## config.mk

```make
export PLATFORM = sky130hd
export DESIGN_NAME = psog_ctrl
export DESIGN_NICKNAME = d
export VERILOG_FILES = /design/src/rtl/psog_pkg.sv /design/src/rtl/psog_ctrl.sv
export SDC_FILE = /design/constraint.sdc
export NUM_CORES = 1
export LEC_CHECK = 0
export BUFFER_PORTS_ARGS = -buffer_cell sky130_fd_sc_hd__buf_2
export CORE_MARGIN = 2
export CORE_UTILIZATION = 39
export DETAILED_ROUTE_END_ITERATION = 12
export GPL_TIMING_DRIVEN = 0
export PLACE_DENSITY = 0.75
export SKIP_CTS_REPAIR_TIMING = 1
export SYNTH_ARGS = -nofsm -noshare
export SYNTH_HDL_FRONTEND = slang
export SYNTH_SLANG_ARGS = --single-unit
```

## constraint.sdc

```tcl
create_clock -name clk -period 1.5 [get_ports clk]
set_clock_uncertainty 0.15 [all_clocks]
set_input_delay 0.15 -clock clk [delete_from_list [all_inputs] [get_ports clk]]
set_output_delay 0.15 -clock clk [all_outputs]
set_load 0.01 [all_outputs]
```

## src/rtl/psog_pkg.sv

```systemverilog
`timescale 1ns / 1ps
// ----------------------------------------------------------------------------
// psog_pkg
// Shared types and constants for the polar sweep order core.
// ----------------------------------------------------------------------------
package psog_pkg;

  localparam int ID_BITS = 11;

  typedef enum logic [1:0] {
    OP_PIVOT = 2'd0,
    OP_ADD   = 2'd1,
    OP_FETCH = 2'd2,
    OP_NONE  = 2'd3
  } opcode_t;

  typedef enum logic [3:0] {
    ST_IDLE,
    ST_INS_RD,
    ST_INS_WAIT,
    ST_INS_CMP,
    ST_INS_WR,
    ST_FS_RD,
    ST_FS_WAIT,
    ST_FS_INIT,
    ST_SC_RD,
    ST_SC_WAIT,
    ST_SC_CMP,
    ST_FE_RD,
    ST_FE_WAIT,
    ST_OUT
  } state_t;

  typedef struct packed {
    logic in_take;
    logic rd_prev;
    logic ins_cmp;
    logic ins_shift;
    logic ins_place;
    logic fs_first;
    logic fs_last;
    logic fs_init;
    logic sc_rd;
    logic sc_cmp;
    logic fe_rd;
    logic out_load;
  } psog_cmd_t;

  typedef struct packed {
    logic op_pivot;
    logic op_add;
    logic op_fetch;
    logic full;
    logic ins_done;
    logic key_gt;
    logic empty;
    logic sorted;
    logic wrap_equal;
    logic scan_done;
    logic pos_zero;
  } psog_sts_t;

endpackage

```

## src/rtl/psog_ctrl.sv

```systemverilog
`timescale 1ns / 1ps
// ----------------------------------------------------------------------------
// psog_ctrl
// Sequencer for insertion, start search and fetch.
// ----------------------------------------------------------------------------
module psog_ctrl import psog_pkg::*; (
  input  logic      clk,
  input  logic      rst_n,
  input  logic      in_valid,
  output logic      in_ready,
  output logic      out_valid,
  input  logic      out_ready,
  input  psog_sts_t sts,
  output psog_cmd_t cmd
);
  state_t state_r, state_nxt;
  logic   ovalid_r, ovalid_nxt;

  always_ff @(posedge clk) begin
    if (!rst_n) begin
      state_r  <= ST_IDLE;
      ovalid_r <= 1'b0;
    end else begin
      state_r  <= state_nxt;
      ovalid_r <= ovalid_nxt;
    end
  end

  assign out_valid = ovalid_r;

  always_comb begin
    state_nxt  = state_r;
    ovalid_nxt = ovalid_r && !out_ready;
    cmd        = '0;
    in_ready   = 1'b0;
    case (state_r)
      ST_IDLE: begin
        in_ready = 1'b1;
        if (in_valid) begin
          cmd.in_take = 1'b1;
          if (sts.op_add && !sts.full) begin
            state_nxt = ST_INS_RD;
          end else if (sts.op_fetch) begin
            state_nxt = sts.sorted ? ST_FE_RD : ST_FS_RD;
          end
        end
      end
      ST_INS_RD: begin
        if (sts.ins_done) begin
          state_nxt = ST_INS_WR;
        end else begin
          cmd.rd_prev = 1'b1;
          state_nxt   = ST_INS_WAIT;
        end
      end
      ST_INS_WAIT: state_nxt = ST_INS_CMP;
      ST_INS_CMP: begin
        cmd.ins_cmp = 1'b1;
        if (sts.key_gt) begin
          cmd.ins_shift = 1'b1;
          state_nxt     = ST_INS_RD;
        end else begin
          state_nxt = ST_INS_WR;
        end
      end
      ST_INS_WR: begin
        cmd.ins_place = 1'b1;
        state_nxt     = ST_IDLE;
      end
      ST_FS_RD: begin
        if (sts.empty) begin
          cmd.fs_init = 1'b1;
          state_nxt   = ST_FE_RD;
        end else begin
          cmd.fs_first = 1'b1;
          state_nxt    = ST_FS_WAIT;
        end
      end
      ST_FS_WAIT: begin
        cmd.fs_last = 1'b1;
        state_nxt   = ST_FS_INIT;
      end
      ST_FS_INIT: begin
        cmd.fs_init = 1'b1;
        state_nxt   = sts.wrap_equal ? ST_FE_RD : ST_SC_RD;
      end
      ST_SC_RD: begin
        if (sts.scan_done) begin
          state_nxt = ST_FE_RD;
        end else begin
          cmd.sc_rd = 1'b1;
          state_nxt = ST_SC_WAIT;
        end
      end
      ST_SC_WAIT: state_nxt = ST_SC_CMP;
      ST_SC_CMP: begin
        cmd.sc_cmp = 1'b1;
        state_nxt  = ST_SC_RD;
      end
      ST_FE_RD: begin
        cmd.fe_rd = 1'b1;
        state_nxt = ST_FE_WAIT;
      end
      ST_FE_WAIT: state_nxt = ST_OUT;
      ST_OUT: begin
        if (!ovalid_nxt) begin
          cmd.out_load = 1'b1;
          ovalid_nxt   = 1'b1;
          state_nxt    = ST_IDLE;
        end
      end
      default: state_nxt = ST_IDLE;
    endcase
  end

  a_out_hold: assert property (@(posedge clk) disable iff (!rst_n)
    out_valid && !out_ready |=> out_valid)
    else $error("result dropped while stalled");
  a_load_free: assert property (@(posedge clk) disable iff (!rst_n)
    cmd.out_load |-> !(ovalid_r && !out_ready))
    else $error("result overwritten");
  a_take_idle: assert property (@(posedge clk) disable iff (!rst_n)
    cmd.in_take |-> state_r == ST_IDLE)
    else $error("take outside idle");
endmodule

```

==> impl_metrics.tcl, run 1 <==
set metrics [dict create \
    crit_arrival_ns 1.30 \
    firstDrtPassIters 4 \
    fp.dieH_um 42.2 \
    violations "setup timing" \
    hold_start "rst_n" \
    tightest_slew_ns 0.313 \
    wl_mm 2.13 \
    reg2reg_depth 6 \
    async_flop_share_pct 0 \
    cap_violations 0 \
    ant_nets 0 \
    rr_startpoint "state_r[2]" \
    drt_iter0_drc 38 \
    route.detailed.drc 0 \
    placedInstanceArea_um2 718 \
    synthFlopType "dfxtp_1" \
    timing.rr.end "state_r[1]" \
    diodes 0 \
    critPathLaunch "state_r[2]" \
    grt_pass1_wl_mm 2.29 \
    multi_input_area_um2 489 \
    syn-mean-instance-area_um2 7.21 \
    io_buffers 26 \
    antenna_found_initial 0 \
    core_um2 1330 \
    grt_pass1_vias 540 \
    setup_viol 10 \
    clockBufferDepth 2 \
    ios 29 \
    wl_per_cell_um 15.8 \
    fin_crit_sh_pct 107 \
    synth_warnings 0 \
    rrSetupSlack_ns 0.02 \
    clock_sinks 5 \
    synth_edf_count 0 \
    cts_root_buf "clkbuf_4" \
    synth_top_area_share_pct 17.6 \
    p_leak_nw 0.423 \
    gp_congestion 0.863 \
    worstSetupStartpointType "flop" \
    row_count 13 \
    min_to "state_r[3]" \
    cts_tree "done" \
    slew_viol_final 0 \
    cts.clk_slew.worst_paths_ns 0.04 \
    overflow 0 \
    stdcell_area_um2 966 \
    synthesis.nets 94 \
    regArea_um2 110 \
    max_freq_mhz 624 \
    die_w_um 42.2 \
    crit_required_ns 1.20 \
    rsz0062_at_grt "yes" \
    dp_hpwl_mm 1.12 \
    cellPowerDensity_nw_per_um2 1790 \
    totalPowerFinal_mw 1.73 \
    netlist_top_cells_count "nand2b_1 (8), nor2_1 (8), a21oi_1 (5), dfxtp_1 (5), nand2_1 (5)" \
    crit_path_max_fanout 5 \
    area_delta_synth_final_pct 69.7 \
    dieArea_um2 1780 \
    peakVddDrop_v 0.000881 \
    start_util_pct 42.7 \
    synth_top_cell_by_area "dfxtp_1" \
    finalCriticalPeriod_ns 1.60 \
    syn-cell-area_um2 569 \
    hp-class "input port to flop" \
    ys_seq_area_share_pct 17.6 \
    viasPerCell 5.87 \
    yosys-top-cells-area "dfxtp_1 (18%), nand2b_1 (8.8%), nor2_1 (5.3%), o311ai_4 (4.6%), a21oi_1 (4.4%)" \
    max-slew-margin-rel_pct 79.2 \
    htree_num_levels 1 \
    whs_path_depth 3 \
    drive_gt1_share_pct 58.3 \
    synthDistinctLibCells 36 \
    grtUsageTotal_pct 16.7 \
    critPathKind "flop to output port" \
    hold_viol 0 \
    nets 136 \
    syn_inst 79 \
    fillers 96 \
    outcome "finished, violations left" \
    synth_seq_cells 5 \
    numCtsBuffers 3 \
    clock_latency_ns 0.25 \
    num_vias 793 \
    final.setup.worst_slack_ns -0.103 \
    endpoint_kind "output port" \
    grt_max_degree 11 \
]
==> registers in the layout (all words and copies together) (netlist names) <==
| register | cells |
|---|---|
| out_valid | 1 |
| state_r | 4 |
==> placed cells by master, fill, tap and decap left out, types with 2 or more instances in the layout <==
| cell type | n |
|---|---|
| nor2_2 | 4 |
| and2_1 | 2 |
| dfxtp_4 | 2 |
| nor2_1 | 2 |
| clkbuf_4 | 3 |
| nand2_1 | 4 |
| buf_4 | 8 |
| buf_6 | 9 |
| o21ai_0 | 3 |
| nand3_1 | 3 |
| dfxtp_2 | 2 |
| a21oi_1 | 5 |
| inv_1 | 4 |
| buf_2 | 26 |
| a21boi_0 | 2 |
| nor2_4 | 2 |
| o21ai_1 | 2 |
| nand2b_1 | 7 |
==> worst max-delay path, stage by stage (launching register included) <==
cell and delay, ns:
dfxtp_2 0.34, buf_6 0.13, or2b_4 0.31, nor2_2 0.12, buf_2 0.15
==> worst max path at each step <==
| stage | endpoint | slack (ns) | cells past startpoint |
|---|---|---|---|
| 3_5_place_dp | cmd[8] | -0.03 | 5 |
| 6_report | cmd[6] | -0.10 | 4 |
| 2_1_floorplan | cmd[8] | 0.02 | 4 |
| 3_3_place_gp | state_r[3] | -0.02 | 5 |
| 5_1_grt | cmd[8] | -0.15 | 5 |
| 4_1_cts | cmd[8] | -0.30 | 5 |
==> cell families (layout without fill, tap and decap cells) <==
family | count (synthesis) | in the layout | share of synthesized area (%)
DFF | 5 | 5 | 17.6
buffers and inverters | 11 | 52 | 10.8
AOI/OAI and AO/OA | 25 | 25 | 34.5
and+or+nand+nor | 38 | 38 | 37.1
==> metal layers <==
metal  track usage (%)  vias up  wire (µm)
li1                  -      368          -
met3              8.19        9        222
met4              4.38        0         75
met1              21.6      371        756
met5                 0        -          0
met2              24.3       45       1080
==> metrics by stage <==
stage	cells	TNS, ns	setup WS [ns]	hold slack, ns	util, %
6_report	135	-0.522	-0.103	0.0438	72.4
5_1_grt	135	-1.23	-0.147	0.0562	72.4
4_1_cts	124	-1.51	-0.296	0.0430	55.8
3_5_place_dp	120	-0.0277	-0.0277	0.302	53.8
3_3_place_gp	120	-0.0250	-0.0220	0.307	53.8
2_1_floorplan	79	0	0.0237	0.123	-
==> area by class of cell <==
cell class / instances / area share [%]
timing repair buffer: 37 / 23.2
tap: 15 / 1.94
inverter: 4 / 1.55
clock buffer: 4 / 2.72
sequential: 5 / 11.4
buffer: 7 / 8.55
multi-input combinational: 63 / 50.6
==> power by group <==
group | total (mW) | internal [mW] | switching, mW
clock | 0.160 | 0.101 | 0.0596
combinational | 1.30 | 0.646 | 0.651
sequential | 0.268 | 0.194 | 0.0738
Note: power is estimated with default switching activity, not from simulation.
==> inputs of run 2 (changes only) <==
==> constraint.sdc (replaced) <==
create_clock -name clk -period 1.5 [get_ports clk]
set_clock_uncertainty 0.15 [all_clocks]
set_input_delay 0.15 -clock clk [delete_from_list [all_inputs] [get_ports clk]]
set_output_delay 0.15 -clock clk [all_outputs]
set_load 0.1 [all_outputs]
==> run 2 against run 1 <==
Compared with the run above: the run now fails in 5_1_grt; synthesized cell count unchanged; synthesized area unchanged.
==> impl_metrics.tcl, run 2 <==
set metrics [dict create \
    grt_max_degree 11 \
    synthDistinctLibCells 36 \
    row_count 13 \
    worstEndpointGrtRepair "cmd[3]" \
    synthFlopType "dfxtp_1" \
    start_util_pct 42.7 \
    syn-cell-area_um2 569 \
    ios 29 \
    netlist_top_cells_count "nand2b_1 (8), nor2_1 (8), a21oi_1 (5), dfxtp_1 (5), nand2_1 (5)" \
    gp_congestion 0.814 \
    dp_hpwl_mm 1.23 \
    antenna_found_initial 0 \
    outcome "stopped before the end" \
    cts_root_buf "clkbuf_4" \
    synth_seq_cells 5 \
    clock_sinks 5 \
    ys_seq_area_share_pct 17.6 \
    synth_top_cell_by_area "dfxtp_1" \
    clockBufferDepth 2 \
    die_w_um 42.2 \
    synth_edf_count 0 \
    io_buffers 26 \
    htree_num_levels 1 \
    worst_path_end_type "output port" \
    async_flop_share_pct 0 \
    synth_top_area_share_pct 17.6 \
    fp.dieH_um 42.2 \
    place_ws_ns -0.367 \
    numCtsBuffers 3 \
    lastStage "5_1_grt" \
    synthesis.nets 94 \
    synth_warnings 0 \
    dp_cells 120 \
    error "[ERROR DPL-0033] detailed placement checks failed during check placement." \
    syn_inst 79 \
    syn-mean-instance-area_um2 7.21 \
    yosys-top-cells-area "dfxtp_1 (18%), nand2b_1 (8.8%), nor2_1 (5.3%), o311ai_4 (4.6%), a21oi_1 (4.4%)" \
]
## run 2: cell counts after synthesis
No cell type changed its count.
## run 2: through the flow
stage	hold slack, ns	area [µm²]
floorplan	0.123	683
global placement	0.301	832
detailed placement	0.303	832
CTS	0.0446	858
## run 2: cells by family after synthesis
logic type / after synthesis / share of synthesized area (%)
AND/OR/NAND/NOR: 38 / 37.1
AO/OA/AOI/OAI: 25 / 34.5
buffers and inverters: 11 / 10.8
flip-flops: 5 / 17.6
==> inputs of run 3 (changes only) <==
--- a/config.mk
+++ b/config.mk
@@ -6,11 +6,11 @@
 export NUM_CORES = 1
 export LEC_CHECK = 0
 export BUFFER_PORTS_ARGS = -buffer_cell sky130_fd_sc_hd__buf_2
-export CORE_MARGIN = 2
-export CORE_UTILIZATION = 39
+export CORE_AREA = 2 2 63 65
 export DETAILED_ROUTE_END_ITERATION = 12
+export DIE_AREA = 0 0 65 67
 export GPL_TIMING_DRIVEN = 0
-export PLACE_DENSITY = 0.75
+export PLACE_DENSITY_LB_ADDON = 0.15
 export SKIP_CTS_REPAIR_TIMING = 1
 export SYNTH_ARGS = -nofsm -noshare
 export SYNTH_HDL_FRONTEND = slang
==> constraint.sdc (replaced) <==
create_clock -name clk -period 2 [get_ports clk]
set_clock_uncertainty 0.15 [all_clocks]
set_input_delay 0.2 -clock clk [delete_from_list [all_inputs] [get_ports clk]]
set_output_delay 0.2 -clock clk [all_outputs]
set_load 0.1 [all_outputs]
==> run 3 against run 2 <==
Compared with the run above: the flow now finishes without violations.
==> impl_metrics.tcl, run 3 (same netlist as run 1, synthesis figures left out) <==
set metrics [dict create \
    outcome "finished, final reports clean" \
    cellPowerDensity_nw_per_um2 1670 \
    cpMaxStageDelayCell "buf_2" \
    tns_ns 0 \
    crit_chain "buf_6 > nor4_4 > and2_4 > buf_2" \
    stdcell_area_um2 912 \
    wl_mm 1.90 \
    ios 29 \
    largest_register "state_r" \
    io_buffers 26 \
    crit_arrival_ns 1.58 \
    die_w_um 65 \
    rrSetupSlack_ns 0.47 \
    core_um2 3610 \
    fin_crit_sh_pct 96.3 \
    htree_num_levels 1 \
    viasPerCell 4.28 \
    tightest_slew_ns 0.488 \
    worstSetupStartpointType "flop" \
    peakVddDrop_v 0.000542 \
    reg2reg_depth 5 \
    numCtsBuffers 3 \
    stdcell_count 157 \
    clock_latency_ns 0.22 \
    timing.rr.end "state_r[1]" \
    fp.dieH_um 67 \
    drive_gt1_share_pct 49.5 \
    max_freq_mhz 519 \
    clockBufferDepth 2 \
    row_count 22 \
    nets 125 \
    slew_viol_final 0 \
    setup_viol 0 \
    final_common_cell "buf_2" \
    endpoint_kind "output port" \
    cpPeakStageDelay_ns 0.41 \
    grt_pass1_vias 647 \
    min_to "state_r[3]" \
    rr_startpoint "state_r[2]" \
    dieArea_um2 4360 \
    crit_path_max_fanout 10 \
    num_vias 672 \
    firstDrtPassIters 4 \
    gp_congestion 0.731 \
    largest_reg_flops 4 \
    cts_root_buf "clkbuf_8" \
    max-slew-margin-rel_pct 67.7 \
    whs_path_depth 3 \
    hp-class "input port to flop" \
    clock_sinks 5 \
    grt_pass1_wl_mm 3.11 \
    fillers 400 \
    diodes 0 \
    placedInstanceArea_um2 850 \
    hold_start "rst_n" \
    overflow 0 \
    hold_viol 0 \
    cts_tree "done" \
    cts.clk_slew.worst_paths_ns 0.04 \
    critPathKind "flop to output port" \
    cap_violations 0 \
    crit_required_ns 1.65 \
    antenna_found_initial 0 \
    wl_per_cell_um 12.1 \
    critPathLaunch "state_r[2]" \
    dp_cells 153 \
    grt_max_degree 11 \
    final_cell_mix "buf_2 (24), nand2b_1 (8), nor2_2 (5), nand2_1 (5), a21oi_1 (5)" \
    p_leak_nw 0.360 \
    dp_hpwl_mm 1.51 \
    area_delta_synth_final_pct 60.2 \
    grtUsageTotal_pct 9.37 \
    start_util_pct 15.8 \
    ant_nets 0 \
    finalCriticalPeriod_ns 1.93 \
    route.detailed.drc 0 \
    rsz0062_at_grt "no" \
    drt_iter0_drc 17 \
]
## run 3: cell type report
type | instances | area (µm²) | area share (%)
Timing Repair Buffer | 26 | 144 | 15.8
Multi-Input combinational cell | 63 | 487 | 53.4
Buffer | 7 | 58.8 | 6.45
Sequential cell | 5 | 103 | 11.2
Clock buffer | 4 | 45.0 | 4.94
Inverter | 4 | 15.0 | 1.65
Tap cell | 48 | 60.1 | 6.58
## run 3: worst max-delay path, delay by kind of cell, from the launching register on
kind / cells / cell delay, ns
flip-flops: 1 / 0.31
AND/OR/NAND/NOR: 2 / 0.50
buffers and inverters: 2 / 0.55
## run 3: worst max path at each step
stage | to | slack [ns] | cells past startpoint
2_1_floorplan | cmd[11] | -0.41 | 3
3_3_place_gp | cmd[8] | -0.007 | 5
3_5_place_dp | cmd[8] | -0.007 | 5
4_1_cts | cmd[8] | -0.26 | 5
5_1_grt | cmd[11] | 0.001 | 4
6_report | cmd[11] | 0.07 | 4
## run 3: power breakdown
part	leakage, nW	switching [mW]	internal (mW)	total (mW)
clock	0.0228	0.0505	0.137	0.187
sequential	0.0416	0.0476	0.136	0.184
combinational	0.295	0.815	0.341	1.16
## run 3: layer usage
metal	vias up	global-route usage [%]	share of wire, %
li1	344	-	-
met1	309	12.2	47
met2	19	14.4	47
met3	0	3.55	5.6
met4	0	2.39	0
met5	-	0	0
## run 3: through the flow
stage | hold WS [ns] | util (%) | total power, mW | setup WS (ns)
after floorplan | 0.173 | - | 1.15 | -0.411
after global placement | 0.356 | 23.6 | 1.34 | -0.00650
after detailed placement | 0.372 | 23.6 | 1.34 | -0.00687
after CTS | 0.139 | 24.8 | 1.53 | -0.258
after global routing | 0.139 | 25.3 | 1.61 | 0.00101
final | 0.146 | 25.3 | 1.53 | 0.0736
==> inputs of run 4 (changes only) <==
--- a/config.mk
+++ b/config.mk
@@ -6,6 +6,8 @@
 export NUM_CORES = 1
 export LEC_CHECK = 0
 export BUFFER_PORTS_ARGS = -buffer_cell sky130_fd_sc_hd__buf_2
+export CELL_PAD_IN_SITES_DETAIL_PLACEMENT = 0
+export CELL_PAD_IN_SITES_GLOBAL_PLACEMENT = 2
 export CORE_AREA = 2 2 63 65
 export DETAILED_ROUTE_END_ITERATION = 12
 export DIE_AREA = 0 0 65 67
==> run 4 against run 3 <==
Compared with the run above: global-route usage rose by 0.50 points; utilization increased by 0.14 points; final cell count stayed put; largest power group unchanged.
==> impl_metrics.tcl, run 4 (same netlist as run 1, synthesis figures left out) <==
set metrics [dict create \
    outcome "finished, final reports clean" \
    die_w_um 65 \
    cts.clk_slew.worst_paths_ns 0.03 \
    max_freq_mhz 516 \
    peakVddDrop_v 0.000353 \
    route.detailed.drc 0 \
    critPathKind "flop to output port" \
    start_util_pct 15.8 \
    p_leak_nw 0.361 \
    finalCriticalPeriod_ns 1.94 \
    grt_max_degree 11 \
    crit_path_max_fanout 10 \
    whs_path_depth 3 \
    p_int_uw 616 \
    htree_num_levels 1 \
    p_clk_share_pct 12.2 \
    drive_gt1_share_pct 50.5 \
    firstDrtPassIters 4 \
    clockBufferDepth 2 \
    rrSetupSlack_ns 0.44 \
    wl_mm 2.01 \
    antenna_found_initial 0 \
    grt_pass1_vias 679 \
    fillers 404 \
    grt_pass1_wl_mm 3.26 \
    ios 29 \
    cap_violations 0 \
    largest_reg_flops 4 \
    cts_tree "done" \
    rsz0062_at_grt "no" \
    area_delta_synth_final_pct 61.1 \
    diodes 0 \
    setup_viol 0 \
    max-slew-margin-rel_pct 67.6 \
    min_to "state_r[3]" \
    hp-class "input port to flop" \
    viasPerCell 4.42 \
    overflow 0 \
    dp_hpwl_mm 1.58 \
    crit_required_ns 1.65 \
    p_sw_share_pct 60.0 \
    timing.rr.end "state_r[3]" \
    cts_root_buf "clkbuf_8" \
    clock_sinks 5 \
    final_util_pct 25.4 \
    slew_viol_final 0 \
    clock_latency_ns 0.22 \
    nets 125 \
    wl_per_cell_um 12.8 \
    ant_nets 0 \
    largest_register "state_r" \
    finalHoldWorstSlack_ns 0.133 \
    final_common_cell "buf_2" \
    dieArea_um2 4360 \
    hold_viol 0 \
    num_vias 694 \
    drt_iter0_drc 13 \
    p_sw_uw 925 \
    row_count 22 \
    cellPowerDensity_nw_per_um2 1680 \
    crit_arrival_ns 1.59 \
    numCtsBuffers 3 \
    rr_startpoint "state_r[0]" \
    io_buffers 26 \
    reg2reg_depth 5 \
    fin_crit_sh_pct 96.8 \
    tightest_slew_ns 0.489 \
    placedInstanceArea_um2 850 \
    stdcell_area_um2 917 \
    fp.dieH_um 67 \
    final_cell_mix "buf_2 (23), nand2b_1 (8), nor2_2 (5), a21oi_1 (5)" \
    worstSetupStartpointType "flop" \
    grtUsageTotal_pct 9.86 \
    core_um2 3610 \
    endpoint_kind "output port" \
    gp_congestion 0.720 \
    p_comb_share_pct 75.6 \
    seqPwrFrac_pct 12.2 \
    hold_start "rst_n" \
]
-- run 4: layout make-up --
class	instances	area (µm²)	area share [%]
Clock buffer	4	45.0	4.91
Inverter	4	15.0	1.64
Timing Repair Buffer	26	146	16.0
Multi-Input combinational cell	63	489	53.3
Sequential cell	5	103	11.2
Buffer	7	58.8	6.41
Tap cell	48	60.1	6.55
-- run 4: how the worst max path moves through the flow --
stage / start / to / slack (ns)
after detailed placement: state_r[1] / cmd[8] / -0.03
after CTS: state_r[1] / cmd[8] / -0.26
after global routing: state_r[2] / cmd[11] / 0.007
final: state_r[2] / cmd[11] / 0.06
after global placement: state_r[1] / cmd[8] / -0.03
after floorplan: state_r[2] / cmd[11] / -0.41
-- run 4: routing by layer --
layer	global-route usage (%)	vias to the layer above	share of wire, %	wire length (µm)
met2	15.6	21	46	917
li1	-	351	-	-
met1	13.1	320	47	941
met3	1.86	2	6.3	126
met5	0	-	0	0
met4	3.99	0	0.95	19
-- run 4: stage by stage --
step                TNS (ns)  worst slack [ns]  std cells  total power, mW
floorplan              -1.45            -0.411         79             1.15
global placement     -0.0329           -0.0329        153             1.36
detailed placement   -0.0286           -0.0286        153             1.35
CTS                   -0.467            -0.258        157             1.54
global route               0           0.00717        157             1.64
finish                     0            0.0635        157             1.54
-- run 4: critical path, cell delays in order, from the launching register on --
cell and delay, ns:
dfxtp_1 0.31, buf_6 0.14, nor4_4 0.32, and2_4 0.18, buf_2 0.41
-- run 4: power groups by stage --
stage	Sequential [mW]	Combinational (mW)	Clock, mW
after CTS	0.185	1.16	0.191
after global routing	0.192	1.25	0.201
final	0.188	1.17	0.188
after floorplan	0.172	0.976	0
after global placement	0.185	1.18	0
after detailed placement	0.186	1.16	0
